===== config.mk =====
export PLATFORM = sky130hd
export DESIGN_NAME = krb_front
export DESIGN_NICKNAME = d
export VERILOG_FILES = /design/src/hdl/assert_macros.svh /design/src/hdl/krb_pkg.sv /design/src/hdl/krb_front.sv
export SDC_FILE = /design/constraint.sdc
export NUM_CORES = 1
export LEC_CHECK = 0
export ABC_CLOCK_PERIOD_IN_PS = 3000
export CORE_MARGIN = 2
export CORE_UTILIZATION = 53
export CTS_BUF_LIST = sky130_fd_sc_hd__clkbuf_16
export DETAILED_ROUTE_END_ITERATION = 7
export DONT_BUFFER_PORTS = 1
export GPL_TIMING_DRIVEN = 0
export PLACE_DENSITY = 0.76
export SYNTH_ARGS = -nofsm -noshare
export SYNTH_HDL_FRONTEND = slang
export SYNTH_SLANG_ARGS = --single-unit

===== constraint.sdc =====
create_clock -name clk_i -period 3 [get_ports clk_i]
set_input_delay 0 -clock clk_i [delete_from_list [all_inputs] [get_ports clk_i]]
set_output_delay 0 -clock clk_i [all_outputs]
set_load 0.02 [all_outputs]

===== src/hdl/assert_macros.svh =====
// Assertion macros for the keyed ring buffer RTL.
`ifndef ASSERT_MACROS_SVH
`define ASSERT_MACROS_SVH
`ifndef SYNTH
`define KRB_ASSERT(label, clk, rst_n, prop) \
  label: assert property (@(posedge clk) disable iff (!rst_n) prop) \
    else $error("assertion failed");
`define KRB_ASSERT_NORST(label, clk, prop) \
  label: assert property (@(posedge clk) prop) else $error("assertion failed");
`else
`define KRB_ASSERT(label, clk, rst_n, prop)
`define KRB_ASSERT_NORST(label, clk, prop)
`endif
`endif


===== src/hdl/krb_pkg.sv =====
// ----------------------------------------------------------------------------
// krb_pkg
// Shared types and constants of the keyed ring byte buffer.
// ----------------------------------------------------------------------------
`default_nettype none
package krb_pkg;
  localparam int unsigned DefSlots     = 5;
  localparam int unsigned DefRingDepth = 1024;
  localparam int unsigned KeyW         = 16;
  localparam int unsigned ByteW        = 8;

  typedef enum logic [1:0] {
    ACT_WRITE  = 2'd0,
    ACT_READ   = 2'd1,
    ACT_DELETE = 2'd2,
    ACT_NONE   = 2'd3
  } action_e;

  typedef enum logic [1:0] {
    ST_OK     = 2'd0,
    ST_NOSLOT = 2'd1,
    ST_FULL   = 2'd2,
    ST_EMPTY  = 2'd3
  } status_e;

  typedef struct packed {
    logic [1:0]       action;
    logic [KeyW-1:0]  socket_id;
    logic [ByteW-1:0] data_in;
    logic             end_of_call;
  } in_item_t;

  typedef struct packed {
    logic [1:0]       status;
    logic [ByteW-1:0] data_out;
    logic             last_of_call;
  } out_item_t;
endpackage
`default_nettype wire


===== src/hdl/krb_front.sv =====
// ----------------------------------------------------------------------------
// krb_front
// Accepts request items into a two-entry queue ahead of the back end.
// ----------------------------------------------------------------------------
`default_nettype none
module krb_front (
  input  wire logic              clk_i,
  input  wire logic              rst_ni,
  input  wire logic              in_valid_i,
  output logic                   in_ready_o,
  input  wire krb_pkg::in_item_t in_item_i,
  output logic                   q_valid_o,
  input  wire logic              q_pop_i,
  output krb_pkg::in_item_t      q_item_o
);
  import krb_pkg::*;

  in_item_t   mem_q [2];
  logic       wp_q, rp_q;
  logic [1:0] cnt_q;
  logic       push, pop;

  assign in_ready_o = (cnt_q != 2'd2);
  assign push = in_valid_i && in_ready_o;
  assign pop  = q_pop_i && (cnt_q != 2'd0);
  assign q_valid_o = (cnt_q != 2'd0);
  assign q_item_o  = mem_q[rp_q];

  always_ff @(posedge clk_i) begin
    if (push) mem_q[wp_q] <= in_item_i;
  end

  always_ff @(posedge clk_i or negedge rst_ni) begin
    if (!rst_ni) begin
      wp_q <= 1'b0; rp_q <= 1'b0; cnt_q <= 2'd0;
    end else begin
      if (push) wp_q <= ~wp_q;
      if (pop)  rp_q <= ~rp_q;
      cnt_q <= cnt_q + {1'b0, push} - {1'b0, pop};
    end
  end
endmodule
`default_nettype wire


==> results.py, run 1 <==
metrics = {
    "outcome": {
        "status": "completed",
    },
    "routing": {
        "drc_errors": 0,
        "drt_iter0_drc": 71,
        "vias_per_cell": 5.161,
        "routed_wl_um": 3517,
        "detail-route-antenna-nets": 0,
        "vias": 1027,
        "wl_per_cell_um": 17.67,
        "drt-pass1-iter-count": 4,
    },
    "yosys": {
        "synth_top_cell_area_share": 0.7513,
        "yosysTopAreaCell": "edfxtp_1",
        "ys_types": 14,
        "avgSynthCellArea_sq_um": 21.37,
        "yosysSeqAreaShare": 0.7977,
        "synthCells": 101,
        "syn-cell-area_sq_mm": 0.002158,
        "yosysWarningCount": 0,
        "ys_seq_elements": 58,
        "synth_nets": 134,
        "synthTopCellsByArea": "edfxtp_1 (75%), mux2_2 (14%), dfrtp_1 (4.6%)",
    },
    "global_routing": {
        "grt_pass1_vias": 1098,
        "grt_max_degree": 28,
        "antenna_found_initial": 0,
        "track_usage": 0.1672,
        "grt_pass1_wl_um": 5002,
        "grt.overflow.total": 0,
    },
    "clock_tree": {
        "numCtsBuffers": 9,
        "clkSinkCount": 58,
        "cts_tree": "built",
        "insertion_delay_ns": 0.31,
        "cts.path.max_buffers": 2,
        "htree_levels": 3,
        "cts_resized": 0,
        "root_buffer": "clkbuf_16",
        "clk_pin_slew_ns": 0.05,
    },
    "sta": {
        "fin_skew_ns": 0.003874,
        "period_share": 0.6978,
        "tns_ns": 0,
        "slew_headroom": 0.1763,
        "setup_viol": 0,
        "finalHoldViolCount": 0,
        "worst_pin_slew_ns": 1.236,
        "drv_slew": 0,
        "max_freq_mhz": 477.7,
        "rsz0062_at_grt": "no",
        "min_period_ns": 2.093,
    },
    "final_layout": {
        "area_growth_pct": 30.38,
        "drive_gt1_frac": 0.2886,
        "fillers": 266,
        "stdcell_count": 199,
        "nNetsFinal": 177,
        "antenna_cells": 0,
        "regArea_sq_mm": 0.001722,
        "fin_area_sq_mm": 0.002814,
        "multi_input_comb_area_sq_um": 401.6,
    },
    "placed_design": {
        "portBuffers": 0,
        "place_congestion": 0.6312,
        "hpwl_um": 2189,
        "dp.cells": 152,
        "placed_area_sq_mm": 0.002251,
    },
    "die": {
        "die_h_um": 67.82,
        "coreArea_sq_mm": 0.003971,
        "start_util": 0.5435,
        "io_pins": 60,
        "num_rows": 23,
        "dieArea_sq_mm": 0.004599,
        "dieWidth_um": 67.82,
    },
    "flow_run": {
        "cap_viol_max_count": 0,
    },
    "setup_path": {
        "cp_max_fo": 27,
        "path_class": "flip-flop to flip-flop",
        "crit_arrival_ns": 2.01,
        "end_kind": "flip-flop",
        "critPathLaunchType": "flip-flop",
        "crit_required_ns": 2.92,
    },
    "pwr": {
        "p_per_area_mw_per_mm2": 1019,
        "p_total_mw": 2.867,
        "leakage_nw": 0.9921,
        "vdd_ir_drop_max_mv": 0.6428,
    },
    "hold_path": {
        "hp-class": "primary input to flip-flop",
    },
}
[what timing repair did]
item,4_1_cts,5_1_grt
hold buffers,31,0
setup buffers,0,0
endpoints found under the hold margin,60,0
[area by class of cell]
| type | instances | area share |
|---|---|---|
| Clock buffer | 9 | 0.08004 |
| Inverter | 1 | 0.001334 |
| Multi-Input combinational cell | 39 | 0.1427 |
| Buffer | 3 | 0.01201 |
| Timing Repair Buffer | 32 | 0.1201 |
| Clock inverter | 7 | 0.009782 |
| Tap cell | 50 | 0.02223 |
| Sequential cell | 58 | 0.6118 |
[state kept, by name, summed over array words and instances, names as in the netlist]
signal / count
rp_q: 1
mem_q: 54
wp_q: 1
cnt_q: 2
[cells by family (layout without fill, tap and decap cells)]
logic type / count (synthesis) / count (layout) / share of synthesized area
flops: 58 / 58 / 0.7977
mux: 27 / 27 / 0.1409
simple gates: 6 / 6 / 0.01623
xor+xnor: 4 / 4 / 0.01623
buf+inv: 4 / 52 / 0.01739
fa+ha+maj: 2 / 2 / 0.01159
[worst max-delay path, cell delays in order (launching register included)]
cell	delay, ns
dfrtp_1	0.41
nand2b_1	0.25
and3_1	1.03
[per-stage QoR]
step / setup slack (ns) / utilization / hold slack [ns]
2_1_floorplan: 0.6829 / - / -0.2956
3_3_place_gp: 0.1766 / 0.5592 / -0.2955
3_5_place_dp: 0.8547 / 0.5668 / -0.2955
4_1_cts: 0.8372 / 0.7086 / 0.3226
5_1_grt: 0.7210 / 0.7086 / 0.3393
6_report: 0.9066 / 0.7086 / 0.3405
[cells in the mapped netlist, drive strengths merged]
master and number:
edfxtp 54, mux2 27, dfrtp 4, buf 3
xnor2 3, ha 2, and2 1, and3 1
inv 1, nand2 1, nand2b 1, nor2 1
or2 1, xor2 1
[per-layer routing]
metal,track usage,share of wire,up-vias,wire length (um)
met5,0,0,-,0
li1,-,-,484,-
met2,0.3015,0.56,42,1987
met3,0.07401,0.072,2,252
met4,0.09000,0.0040,0,14
met1,0.1573,0.36,499,1263
[layout by cell type (no fill, tap or decap), drive strengths merged, types with 2 or more instances in the layout]
master       netlist  routed
xnor2              3       3
edfxtp            54      54
inv                1       2
clkinv             0       6
ha                 2       2
clkbuf             0       9
dlygate4sd3        0      31
dfrtp              4       4
buf                3       4
mux2              27      27
[worst paths after layout]
path | startpoint | end | slack, ns | cells past startpoint
min in group asynchronous | rst_ni | cnt_q[1]$_DFF_PN0_ | 0.49 | 2
hold / removal | in_item_i[21] | mem_q[1][21]$_DFFE_PP_ | 0.34 | 1
hold reg to reg | wp_q$_DFFE_PN0N_ | wp_q$_DFFE_PN0N_ | 0.52 | 1
max in group asynchronous | rst_ni | cnt_q[0]$_DFF_PN0_ | 2.34 | 2
setup / recovery | cnt_q[1]$_DFF_PN0_ | mem_q[1][12]$_DFFE_PP_ | 0.91 | 2
setup reg to reg | cnt_q[1]$_DFF_PN0_ | mem_q[1][12]$_DFFE_PP_ | 0.91 | 2
[power breakdown]
| part | switching, mW | internal (mW) |
|---|---|---|
| clock | 0.295 | 0.535 |
| combinational | 0.532 | 0.331 |
| sequential | 0.0564 | 1.12 |
| total | 0.883 | 1.98 |
Power figures use the tool's default switching activity.
==> run 2, diff against run 1 <==
- ABC_CLOCK_PERIOD_IN_PS: 3000 -> 1900
- PLACE_DENSITY: 0.76 -> 0.79
- clock period: 3 -> 1.9 ns (I/O delays scaled with it)
==> results.py, run 2 (synthesized netlist as in run 1, its figures left out) <==
metrics = {
    "outcome": {
        "status": "completed",
    },
    "routing": {
        "vias_per_cell": 5.132,
        "drt-pass1-iter-count": 4,
        "wl_met1_um": 1336,
        "wl_met2_um": 1979,
        "detail-route-antenna-nets": 0,
        "drc_errors": 0,
        "top_layer": "met4",
        "routed_wl_um": 3554,
        "drt_iter0_drc": 59,
        "wl_per_cell_um": 18.04,
        "dr_wl_met3_um": 208,
        "vias": 1011,
    },
    "placed_design": {
        "place_congestion": 0.6660,
        "placed_area_sq_mm": 0.002223,
        "hpwl_um": 2078,
        "dp.cells": 151,
        "pre_cts_slack_ns": -0.4044,
        "portBuffers": 0,
    },
    "die": {
        "start_util": 0.5435,
        "num_rows": 23,
        "dieArea_sq_mm": 0.004599,
        "die_h_um": 67.82,
        "io_pins": 60,
        "dieWidth_um": 67.82,
        "coreArea_sq_mm": 0.003971,
    },
    "sta": {
        "finalHoldViolCount": 0,
        "max_freq_mhz": 558.8,
        "setup_viol": 0,
        "slew_headroom": 0.4796,
        "worst_hold_slack_ns": 0.3269,
        "drv_slew": 0,
        "worst_pin_slew_ns": 0.7788,
        "layout_setup_ws_ns": 0.1105,
        "tns_ns": 0,
        "min_period_ns": 1.790,
        "fin_skew_ns": 0.003217,
        "period_share": 0.9419,
    },
    "final_layout": {
        "multi_input_comb_area_sq_um": 412.9,
        "area_growth_pct": 29.51,
        "stdcell_count": 197,
        "drive_gt1_frac": 0.3129,
        "regArea_sq_mm": 0.001722,
        "nNetsFinal": 176,
        "antenna_cells": 0,
        "regMostFlops": "mem_q",
        "final_util": 0.7038,
        "fillers": 246,
        "reg_top3": "mem_q: 54 flops, cnt_q: 2 flops",
        "largest_reg_flops": 54,
        "final_cell_mix": "edfxtp_1 (54), dlygate4sd3_1 (31), mux2_2 (27)",
        "fin_area_sq_mm": 0.002795,
        "final_common_cell": "edfxtp_1",
    },
    "clock_tree": {
        "numCtsBuffers": 9,
        "cts_tree": "built",
        "clk_pin_slew_ns": 0.05,
        "cts_setup_buffers": 0,
        "cts.path.max_buffers": 2,
        "clkSinkCount": 58,
        "root_buffer": "clkbuf_16",
        "insertion_delay_ns": 0.31,
        "htree_levels": 3,
    },
    "global_routing": {
        "grt_max_degree": 28,
        "antenna_found_initial": 0,
        "grt.overflow.total": 0,
        "grt_pass1_wl_um": 5016,
        "track_usage": 0.1621,
        "grt_pass1_vias": 1104,
    },
    "pwr": {
        "p_int_mw": 3.110,
        "leakage_nw": 0.9793,
        "seq_power_share": 0.414,
        "vdd_ir_drop_max_mv": 0.9930,
        "p_per_area_mw_per_mm2": 1610,
        "switching_power_mw": 1.391,
        "p_total_mw": 4.501,
        "swShare": 0.3091,
        "p_clk_frac": 0.292,
        "comb_power_share": 0.294,
    },
    "hold_path": {
        "hp-class": "primary input to flip-flop",
    },
    "setup_path": {
        "crit_arrival_ns": 1.72,
        "end_kind": "flip-flop",
        "crit_required_ns": 1.83,
        "critPathLaunchType": "flip-flop",
        "path_class": "flip-flop to flip-flop",
        "cp_max_fo": 27,
    },
    "flow_run": {
        "cap_viol_max_count": 0,
    },
}
==> run 2: power groups by stage <==
stage | logic (mW) | clock network (mW) | registers, mW
CTS | 1.34 | 1.34 | 1.86
detailed placement | 1.26 | 0 | 1.88
global route | 1.41 | 1.40 | 1.89
global placement | 1.23 | 0 | 1.86
floorplan | 1.10 | 0 | 1.84
finish | 1.32 | 1.31 | 1.87
==> run 2: repair_timing <==
| action | in CTS | in global routing |
|---|---|---|
| hold buffers | 31 | 0 |
| resized for setup | 2 | 2 |
| hold endpoints to repair | 60 | 0 |
| endpoints found under the setup margin | 54 | 28 |
==> run 2: worst max-delay path, cell delays in order, from the launching register on <==
cell and delay, ns:
dfrtp_1 0.37, nand2b_2 0.22, nand2_1 0.18, nor2_4 0.63
==> run 2: routing by layer <==
layer / vias to the layer above / GRT usage
li1: 474 / -
met1: 493 / 0.1617
met2: 41 / 0.2966
met3: 3 / 0.05099
met4: 0 / 0.09000
met5: - / 0
==> run 2: final timing paths <==
kind | from | endpoint | slack [ns] | depth (start not counted)
worst max-delay path | cnt_q[0]$_DFF_PN0_ | mem_q[0][13]$_DFFE_PP_ | 0.11 | 3
worst min-delay path | in_valid_i | mem_q[1][25]$_DFFE_PP_ | 0.33 | 1
worst max register to register | cnt_q[0]$_DFF_PN0_ | mem_q[0][13]$_DFFE_PP_ | 0.11 | 3
worst min register to register | cnt_q[0]$_DFF_PN0_ | cnt_q[0]$_DFF_PN0_ | 0.55 | 1
max in group asynchronous | rst_ni | rp_q$_DFFE_PN0P_ | 1.23 | 2
min in group asynchronous | rst_ni | cnt_q[0]$_DFF_PN0_ | 0.49 | 2
==> run 2: layout make-up <==
cell class / count / area share
Multi-Input combinational cell: 39 / 0.1477
Tap cell: 50 / 0.02238
Clock buffer: 9 / 0.08057
Sequential cell: 58 / 0.6159
Inverter: 1 / 0.001343
Timing Repair Buffer: 31 / 0.1110
Buffer: 3 / 0.01209
Clock inverter: 6 / 0.008953
==> run 3, diff against run 2 <==
- CTS_BUF_LIST: sky130_fd_sc_hd__clkbuf_16 -> sky130_fd_sc_hd__clkbuf_4 sky130_fd_sc_hd__clkbuf_8
==> results.py, run 3 (synthesized netlist as in run 1, its figures left out) <==
metrics = {
    "die": {
        "dieWidth_um": 67.82,
        "io_pins": 60,
        "die_h_um": 67.82,
        "coreArea_sq_mm": 0.003971,
        "dieArea_sq_mm": 0.004599,
        "start_util": 0.5435,
        "num_rows": 23,
    },
    "pwr": {
        "seq_power_share": 0.460,
        "p_int_mw": 2.704,
        "p_per_area_mw_per_mm2": 1499,
        "comb_power_share": 0.329,
        "switching_power_mw": 1.344,
        "swShare": 0.3321,
        "p_clk_frac": 0.211,
        "vdd_ir_drop_max_mv": 1.067,
        "leakage_nw": 0.9346,
    },
    "clock_tree": {
        "cts_setup_buffers": 0,
        "clk_pin_slew_ns": 0.06,
        "clkSinkCount": 58,
        "root_buffer": "clkbuf_8",
        "htree_levels": 3,
        "insertion_delay_ns": 0.32,
        "numCtsBuffers": 9,
        "cts.path.max_buffers": 2,
        "cts_tree": "built",
    },
    "global_routing": {
        "grt_pass1_wl_um": 4954,
        "track_usage": 0.1616,
        "grt_max_degree": 28,
        "grt.overflow.total": 0,
        "antenna_found_initial": 0,
        "grt_pass1_vias": 1068,
    },
    "final_layout": {
        "antenna_cells": 0,
        "final_common_cell": "edfxtp_1",
        "area_growth_pct": 25.10,
        "nNetsFinal": 177,
        "fillers": 261,
        "drive_gt1_frac": 0.3176,
        "regArea_sq_mm": 0.001722,
        "final_cell_mix": "edfxtp_1 (54), dlygate4sd3_1 (31), mux2_2 (27)",
        "largest_reg_flops": 54,
        "reg_top3": "mem_q: 54 flops, cnt_q: 2 flops",
        "stdcell_count": 198,
        "regMostFlops": "mem_q",
        "multi_input_comb_area_sq_um": 419.2,
    },
    "flow_run": {
        "cap_viol_max_count": 0,
    },
    "sta": {
        "period_share": 0.9304,
        "fin_skew_ns": 0.006439,
        "max_freq_mhz": 565.7,
        "tns_ns": 0,
        "rsz0062_at_grt": "no",
        "slew_headroom": 0.5615,
        "finalHoldViolCount": 0,
        "drv_slew": 0,
        "worst_pin_slew_ns": 0.6570,
        "min_period_ns": 1.768,
        "worst_hold_slack_ns": 0.3158,
        "setup_viol": 0,
    },
    "routing": {
        "drt-pass1-iter-count": 4,
        "vias": 1018,
        "detail-route-antenna-nets": 0,
        "wl_per_cell_um": 17.66,
        "drt_iter0_drc": 37,
        "drc_errors": 0,
        "routed_wl_um": 3496,
        "vias_per_cell": 5.141,
    },
    "outcome": {
        "status": "completed",
    },
    "setup_path": {
        "r2r_start": "cnt_q[1]$_DFF_PN0_",
        "r2r-end": "cnt_q[1]$_DFF_PN0_",
        "r2r_cells": 7,
        "path_class": "flip-flop to flip-flop",
        "critPathLaunchType": "flip-flop",
        "crit_required_ns": 2.14,
        "crit_arrival_ns": 2.01,
        "startpoint": "cnt_q[1]$_DFF_PN0_",
        "r2r_slack_ns": 0.13,
        "endpoint": "cnt_q[1]$_DFF_PN0_",
        "cp_max_fo": 3,
        "end_kind": "flip-flop",
    },
    "placed_design": {
        "hpwl_um": 2078,
        "place_congestion": 0.6660,
        "portBuffers": 0,
        "dp.cells": 151,
    },
    "hold_path": {
        "hp-class": "primary input to flip-flop",
    },
}
==> run 3: timing repair <==
action,CTS,global route
gates resized for setup,2,2
endpoints found under the setup margin,54,28
hold buffers,31,0
pin swaps,0,1
endpoints found under the hold margin,60,0
gates cloned,0,1
==> run 3: area by class of cell <==
cell class              count  share of cell area
plain buffers               3             0.01251
clock buffers               9             0.04588
clock inverters             6            0.009268
inverters                   1            0.001390
multi-input cells          40              0.1552
flip-flops and latches     58              0.6376
well taps                  50             0.02317
repair buffers             31              0.1149
==> run 3: worst max-delay path: stages (launching register included) <==
cell	delay, ns
dfrtp_1	0.41
or2_4	0.30
and2_4	0.17
ha_1	0.27
inv_1	0.04
ha_1	0.18
xnor2_1	0.18
xnor2_1	0.14
==> run 3: stage by stage <==
stage               power [mW]  cell area (sq um)    util  setup slack [ns]
finish                   4.048               2700  0.6799            0.1322
global placement         3.084               2223  0.5599           -0.2885
floorplan                2.946               2161       -           0.02207
CTS                      4.073               2689  0.6771           0.02379
global route             4.258               2700  0.6799           0.05295
detailed placement       3.147               2223  0.5599           -0.4044
==> run 3: how the worst min path moves through the flow <==
stage                  startpoint                     end  slack [ns]  cells past startpoint
floorplan                  rst_ni      cnt_q[0]$_DFF_PN0_       -0.30                      0
global placement           rst_ni      cnt_q[0]$_DFF_PN0_       -0.30                      0
detailed placement         rst_ni        wp_q$_DFFE_PN0N_       -0.30                      0
CTS                 in_item_i[16]  mem_q[0][16]$_DFFE_PP_        0.31                      1
global route         in_item_i[1]   mem_q[1][1]$_DFFE_PP_        0.31                      1
finish                 in_valid_i   mem_q[1][5]$_DFFE_PP_        0.32                      1
==> run 3: power groups by stage <==
stage	Sequential (mW)	Combinational [mW]	Clock, mW
after global routing	1.89	1.42	0.952
final	1.86	1.33	0.855
after floorplan	1.84	1.10	0
after global placement	1.86	1.23	0
after detailed placement	1.88	1.26	0
after CTS	1.86	1.33	0.882
==> run 3: metal layers <==
metal	vias up	part of all wire	GRT usage
met5	-	0	0
met4	0	0.015	0.06000
met3	6	0.087	0.08882
met2	50	0.53	0.2819
met1	484	0.37	0.1611
li1	478	-	-
